<file path="src/sv/spbf_pkg.sv">
// Shared types and constants of the spectral peak band finder.
// No dependencies; the interface, design and checker files refer to it by scoped names.
package spbf_pkg;

    // field widths fixed by the interface
    localparam int CMD_W  = 2;
    localparam int AMP_W  = 16;
    localparam int FREQ_W = 16;
    localparam int EIDX_W = 4;
    localparam int PEAK_W = 4;
    localparam int WIN_W  = 32;
    localparam int GRP_W  = 16;
    localparam int BC_W   = 5;
    localparam int CFG_W  = 16;
    localparam int CFGI_W = 2;

    // register reset values
    localparam logic [FREQ_W-1:0] CUTOFF_RST  = 16'd0;
    localparam logic [FREQ_W-1:0] NYQUIST_RST = 16'd22050;
    localparam logic [GRP_W-1:0]  GROUP_RST   = 16'd1;
    localparam logic [BC_W-1:0]   BANDS_RST   = 5'd16;

    // input commands
    typedef enum logic [CMD_W-1:0] {
        CMD_SAMPLE     = 2'd0,
        CMD_WINDOW_END = 2'd1,
        CMD_STREAM_END = 2'd2,
        CMD_LOAD_EDGE  = 2'd3
    } t_cmd;

    // configuration register indexes
    typedef enum logic [CFGI_W-1:0] {
        CFG_CUTOFF     = 2'd0,
        CFG_NYQUIST    = 2'd1,
        CFG_GROUP      = 2'd2,
        CFG_BAND_COUNT = 2'd3
    } t_cfg_idx;

    // kind of token travelling down the cell chain
    typedef enum logic [1:0] {
        KIND_NOP    = 2'd0,
        KIND_SAMPLE = 2'd1,
        KIND_EDGE   = 2'd2,
        KIND_REPORT = 2'd3
    } t_kind;

    // control part of a token
    typedef struct packed {
        t_kind kind;
        logic  claimed;   // sample already added to a band
    } t_ctrl;

endpackage

</file>
<file path="src/sv/spbf_front.sv">
// Entry stage: configuration registers, command decode, window/group counters.
// Turns each accepted transaction into a chain token. Depends on spbf_pkg.
module spbf_front #(
    parameter int MAX_BANDS    = 16,
    parameter int ENERGY_WIDTH = 40
) (
    input  logic                             i_clk,
    input  logic                             i_rst_n,
    input  logic                             i_en,
    // configuration write port
    input  logic                             i_cfg_we,
    input  logic [spbf_pkg::CFGI_W-1:0]      i_cfg_idx,
    input  logic [spbf_pkg::CFG_W-1:0]       i_cfg_data,
    // accepted input transaction
    input  logic                             i_valid,
    input  logic [spbf_pkg::CMD_W-1:0]       i_cmd,
    input  logic [spbf_pkg::AMP_W-1:0]       i_amp,
    input  logic [spbf_pkg::FREQ_W-1:0]      i_freq,
    input  logic [spbf_pkg::EIDX_W-1:0]      i_edge_index,
    input  logic [spbf_pkg::FREQ_W-1:0]      i_edge_value,
    // token into the first cell
    output spbf_pkg::t_ctrl                  o_ctrl,
    output logic [spbf_pkg::AMP_W-1:0]       o_amp,
    output logic [spbf_pkg::FREQ_W-1:0]      o_freq,
    output logic [$clog2(MAX_BANDS+1)-1:0]   o_used,
    output logic [(MAX_BANDS > 1 ? $clog2(MAX_BANDS) : 1)-1:0] o_best,
    output logic [ENERGY_WIDTH-1:0]          o_energy,
    output logic [spbf_pkg::FREQ_W-1:0]      o_low,
    output logic [spbf_pkg::FREQ_W-1:0]      o_high,
    output logic [spbf_pkg::FREQ_W-1:0]      o_prev,
    output logic [spbf_pkg::WIN_W-1:0]       o_win_start,
    output logic [spbf_pkg::WIN_W-1:0]       o_win_end
);
    localparam int UW = $clog2(MAX_BANDS + 1);

    // configuration
    logic [spbf_pkg::FREQ_W-1:0] r_cutoff;
    logic [spbf_pkg::FREQ_W-1:0] r_nyquist;
    logic [spbf_pkg::GRP_W-1:0]  r_group;
    logic [spbf_pkg::BC_W-1:0]   r_bands;

    // group tracking
    logic [spbf_pkg::GRP_W-1:0]  r_wig;
    logic [spbf_pkg::WIN_W-1:0]  r_gstart;
    logic [spbf_pkg::GRP_W-1:0]  n_wig;
    logic [spbf_pkg::WIN_W-1:0]  n_gstart;

    logic [spbf_pkg::GRP_W-1:0]  gsize;
    logic [spbf_pkg::GRP_W-1:0]  wig_inc;
    logic [spbf_pkg::WIN_W-1:0]  gend;
    logic [UW-1:0]               used;
    logic                        in_range;
    logic                        acc;
    spbf_pkg::t_kind             kind;

    // token register
    spbf_pkg::t_ctrl             r_ctrl;
    logic [spbf_pkg::AMP_W-1:0]  r_amp;
    logic [spbf_pkg::FREQ_W-1:0] r_freq;
    logic [UW-1:0]               r_used;
    logic [spbf_pkg::FREQ_W-1:0] r_low;
    logic [spbf_pkg::WIN_W-1:0]  r_win_start;
    logic [spbf_pkg::WIN_W-1:0]  r_win_end;

    // configuration writes
    always_ff @(posedge i_clk) begin
        if (!i_rst_n) begin
            r_cutoff  <= spbf_pkg::CUTOFF_RST;
            r_nyquist <= spbf_pkg::NYQUIST_RST;
            r_group   <= spbf_pkg::GROUP_RST;
            r_bands   <= spbf_pkg::BANDS_RST;
        end else if (i_cfg_we) begin
            case (i_cfg_idx)
                spbf_pkg::CFG_CUTOFF:     r_cutoff  <= i_cfg_data;
                spbf_pkg::CFG_NYQUIST:    r_nyquist <= i_cfg_data;
                spbf_pkg::CFG_GROUP:      r_group   <= i_cfg_data;
                spbf_pkg::CFG_BAND_COUNT: r_bands   <= i_cfg_data[spbf_pkg::BC_W-1:0];
                default: ;
            endcase
        end
    end

    // clamped band count and group size
    always_comb begin
        if (r_bands == '0) begin
            used = UW'(1);
        end else if (32'(r_bands) > MAX_BANDS) begin
            used = UW'(MAX_BANDS);
        end else begin
            used = UW'(r_bands);
        end
    end

    assign gsize    = (r_group == '0) ? spbf_pkg::GRP_W'(1) : r_group;
    assign wig_inc  = r_wig + spbf_pkg::GRP_W'(1);
    assign gend     = r_gstart + spbf_pkg::WIN_W'(gsize);
    assign in_range = (i_freq >= r_cutoff) && (i_freq <= r_nyquist);
    assign acc      = i_valid && i_en;

    // command decode and counter update
    always_comb begin
        kind     = spbf_pkg::KIND_NOP;
        n_wig    = r_wig;
        n_gstart = r_gstart;
        case (i_cmd)
            spbf_pkg::CMD_SAMPLE: begin
                if (in_range) begin
                    kind = spbf_pkg::KIND_SAMPLE;
                end
            end
            spbf_pkg::CMD_WINDOW_END: begin
                n_wig = wig_inc;
                if (wig_inc >= gsize) begin
                    kind     = spbf_pkg::KIND_REPORT;
                    n_wig    = '0;
                    n_gstart = gend;
                end
            end
            spbf_pkg::CMD_STREAM_END: begin
                if (r_wig != '0) begin
                    kind     = spbf_pkg::KIND_REPORT;
                    n_wig    = '0;
                    n_gstart = gend;
                end
            end
            spbf_pkg::CMD_LOAD_EDGE: begin
                kind = spbf_pkg::KIND_EDGE;
            end
            default: ;
        endcase
    end

    always_ff @(posedge i_clk) begin
        if (!i_rst_n) begin
            r_wig    <= '0;
            r_gstart <= '0;
            r_ctrl   <= '{kind: spbf_pkg::KIND_NOP, claimed: 1'b0};
        end else if (i_en) begin
            r_ctrl.kind    <= i_valid ? kind : spbf_pkg::KIND_NOP;
            r_ctrl.claimed <= 1'b0;
            if (acc) begin
                r_wig    <= n_wig;
                r_gstart <= n_gstart;
            end
        end
    end

    // token payload; the edge index rides in the amplitude field
    always_ff @(posedge i_clk) begin
        if (i_en) begin
            r_amp       <= (i_cmd == spbf_pkg::CMD_LOAD_EDGE) ?
                           spbf_pkg::AMP_W'(i_edge_index) : i_amp;
            r_freq      <= (i_cmd == spbf_pkg::CMD_LOAD_EDGE) ? i_edge_value : i_freq;
            r_used      <= used;
            r_low       <= r_cutoff;
            r_win_start <= r_gstart;
            r_win_end   <= gend;
        end
    end

    assign o_ctrl      = r_ctrl;
    assign o_amp       = r_amp;
    assign o_freq      = r_freq;
    assign o_used      = r_used;
    assign o_best      = '0;
    assign o_energy    = '0;
    assign o_low       = r_low;
    assign o_high      = '0;
    assign o_prev      = '0;
    assign o_win_start = r_win_start;
    assign o_win_end   = r_win_end;

endmodule

</file>
<file path="config.mk">
export PLATFORM = sky130hd
export DESIGN_NAME = spbf_front
export DESIGN_NICKNAME = d
export VERILOG_FILES = /design/src/sv/spbf_pkg.sv /design/src/sv/spbf_front.sv
export SDC_FILE = /design/constraint.sdc
export NUM_CORES = 1
export LEC_CHECK = 0
export BUFFER_PORTS_ARGS = -buffer_cell sky130_fd_sc_hd__buf_4
export CELL_PAD_IN_SITES_DETAIL_PLACEMENT = 1
export CELL_PAD_IN_SITES_GLOBAL_PLACEMENT = 1
export CORE_AREA = 2 2 169 171
export CTS_CLUSTER_SIZE = 16
export DETAILED_ROUTE_END_ITERATION = 12
export DIE_AREA = 0 0 171 173
export GPL_TIMING_DRIVEN = 0
export PLACE_DENSITY_LB_ADDON = 0.1
export SETUP_SLACK_MARGIN = 0.3
export SYNTH_ARGS = -nofsm -noshare
export SYNTH_HDL_FRONTEND = slang
export SYNTH_SLANG_ARGS = --single-unit
</file>
<file path="constraint.sdc">
create_clock -name i_clk -period 5 [get_ports i_clk]
set_clock_uncertainty 0.05 [all_clocks]
set_input_delay 0 -clock i_clk [delete_from_list [all_inputs] [get_ports i_clk]]
set_output_delay 0 -clock i_clk [all_outputs]
set_load 0.01 [all_outputs]
</file>
==> impl_metrics.json <==
{
  "grt_overflow_total": 0,
  "period_minus_slack_ps": 4320,
  "gp_congestion": 0.800,
  "final_cell_mix": "buf_4, nand2_1, edfxtp_1",
  "hold_path_end": "o_ctrl[1]",
  "dieArea_sq_um": 29600,
  "final_nets": 1655,
  "arrival_ps": 4690,
  "synth_top_area_share_pct": 31.2,
  "rsz0062_at_grt": "false",
  "yosysSeqAreaShare_pct": 49.6,
  "critPathKind": "flip-flop to flip-flop",
  "tritoncts": "done",
  "syn_area_sq_um": 11200,
  "ff2ff_path_depth": 15,
  "port_buffers": 194,
  "regArea_sq_um": 5580,
  "nFillCells": 3181,
  "cp_data_required_time_ps": 5370,
  "dr.first_iter.drc_count": 442,
  "postLayoutCellArea_sq_um": 15300,
  "leakagePower_nw": 6.57,
  "die_h_microns": 173,
  "synthToLayoutAreaGrowth_pct": 36.0,
  "slew_violations": 0,
  "row_count": 61,
  "track_usage_pct": 23.8,
  "muxShareOfSynthArea_pct": 3.52,
  "fmax_mhz": 232,
  "dpl.hpwl_microns": 24300,
  "clock_path_buffers": 3,
  "ir_worst_vdd_v": 0.000296,
  "synth_compound_area_share_pct": 11.7,
  "instances_no_fill": 1911,
  "drive_gt1_share_pct": 24.4,
  "hold_viol": 0,
  "cts_sinks": 220,
  "final_util_pct": 55.4,
  "post-cts-setup-buffers": 0,
  "fp.coreArea_sq_um": 27600,
  "fin_tns_setup_ps": 0,
  "cap_viol_max_count": 0,
  "io_pins": 273,
  "regToRegSetupSlack_ps": 680,
  "period_share_pct": 86.4,
  "placed_cell_area_sq_um": 13500,
  "reg2reg_from": "r_wig[0]",
  "syn_inst": 1132,
  "remaining_drc_errors": 0,
  "setup_viol": 0,
  "place_inst": 1781,
  "ctsHtreeMaxLevel": 1,
  "synth_top_family_by_area": "simple AND/OR/NAND/NOR gates",
  "start_kind": "flip-flop",
  "wl_per_cell_microns": 18.8,
  "cts_made_buffers": 26,
  "synth_top_area_cell": "edfxtp_1",
  "synthSimpleGateAreaFrac_pct": 15.0,
  "grt_pass1_vias": 9978,
  "synth-edff-count": 117,
  "crit_path_max_fanout": 10,
  "async_reset_ff_share_pct": 0,
  "initial_core_util_pct": 40.7,
  "clk_pin_slew_ps": 60,
  "hold_depth": 5,
  "vias": 9357,
  "r2r-end": "r_gstart[16]",
  "via_per_inst": 4.90,
  "die_x_microns": 171,
  "insertion_delay_ps": 530,
  "hold_class": "primary input to flip-flop",
  "synth_flop_cell": "edfxtp_1",
  "multiInputGateArea_sq_um": 4900,
  "root_buffer": "clkbuf_16",
  "worstMarginPinSlew_ps": 807,
  "synth_cell_types": 65,
  "first_pass_iters": 5,
  "hp-start": "i_freq[15]",
  "synth_warnings": 0,
  "avgSynthCellArea_sq_um": 9.94,
  "antenna_found_initial": 2,
  "synthAdderAreaFrac_pct": 7.70,
  "drtAntennaViolNets": 0,
  "grt_start_max_net_pins": 66,
  "layout_commonest_cell": "buf_4",
  "power_density_nw_per_um2": 308,
  "grt_pass1_wl_microns": 55500,
  "critPathCaptureType": "flip-flop",
  "slew-limit-headroom_pct": 44.8,
  "synthTopCellsByArea": "edfxtp_1, dfxtp_1, ha_1",
  "status": "finished clean",
  "synth_xor_area_share_pct": 2.88,
  "ys_ff_latch": 220,
  "wirelength_microns": 35900
}
[metal layers]
metal	wire [microns]	track usage, %	up-vias
met5	0	0	-
met4	730	5.83	0
met3	1840	3.82	53
met2	17800	42.2	253
met1	15500	30.0	4485
li1	-	-	4566
[report_power, final]
group | internal [mW] | total (mW) | switching, mW
clock | 1.35 | 2.15 | 0.796
sequential | 1.98 | 2.01 | 0.0363
combinational | 0.267 | 0.545 | 0.278
[how the worst max path moves through the flow]
stage	from	endpoint	slack (ps)	depth (start not counted)
6_report	r_wig[0]	r_gstart[16]	680	15
3_3_place_gp	r_wig[0]	r_gstart[23]	420	15
5_1_grt	r_wig[0]	r_gstart[13]	380	15
4_1_cts	r_wig[0]	r_gstart[29]	350	17
2_1_floorplan	r_wig[0]	r_gstart[16]	1330	15
3_5_place_dp	r_wig[0]	r_gstart[29]	340	17
[flip-flops by register name (all words and copies together), names as in the netlist, 16 cells and up]
| name | count |
|---|---|
| r_group | 16 |
| r_cutoff | 16 |
| o_win_start | 32 |
| o_low | 16 |
| o_freq | 16 |
| o_amp | 16 |
| r_wig | 16 |
| r_gstart | 32 |
| r_nyquist | 16 |
| o_win_end | 32 |
[cell families after synthesis]
kind of cell    Yosys count
simple gates            358
flops                   220
compound gates          210
buf+inv                 200
fa+ha+maj                69
xor+xnor                 37
mux                      37
other cells               1
[area by class of cell]
cell class | count | share of cell area (%)
Antenna cell | 2 | 0.0327
Buffer | 139 | 5.51
Clock buffer | 38 | 5.15
Clock inverter | 10 | 1.24
Inverter | 61 | 1.50
Multi-Input combinational cell | 788 | 32.1
Sequential cell | 220 | 36.4
Tap cell | 378 | 3.09
Timing Repair Buffer | 275 | 15.0
[Yosys cell counts (12+ instances only)]
cell and number:
clkbuf_1 42, nor3_1 16, nand2_1 169, a21oi_1 94, nand4_1 13, edfxtp_1 117
ha_1 66, xor2_1 12, mux2i_1 17, inv_1 61, a21o_1 13, o21ai_0 23
buf_4 80, and2_1 18, o211ai_1 13, nand3_1 22, mux2_2 20, nor2_1 52
xnor2_1 25, dfxtp_1 103
[through the flow]
| stage | total power, mW | setup WS [ps] | hold WS [ps] |
|---|---|---|---|
| 6_report | 4.71 | 681 | 152 |
| 5_1_grt | 4.87 | 378 | 168 |
| 4_1_cts | 4.71 | 346 | 129 |
| 3_5_place_dp | 2.51 | 343 | 215 |
| 3_3_place_gp | 2.50 | 422 | 209 |
| 2_1_floorplan | 2.28 | 1330 | 62.5 |
[worst max-delay path, cell delays in order, from the launching register on]
cell and delay, ps:
dfxtp_1 450, ha_1 270, nand3_1 140, or2_2 310
clkbuf_1 170, nor2_2 220, nand2_1 140, xnor2_1 150
ha_1 300, and3_1 190, a221o_1 360, a221oi_4 400
nand2b_1 130, o21ba_2 290, clkbuf_1 300, a31o_2 310
[timing repair]
action	4_1_cts	5_1_grt
gates resized for setup	0	3
setup endpoints to repair	0	47
hold buffers	80	0
endpoints found under the hold margin	156	0
Power figures use the tool's default switching activity.
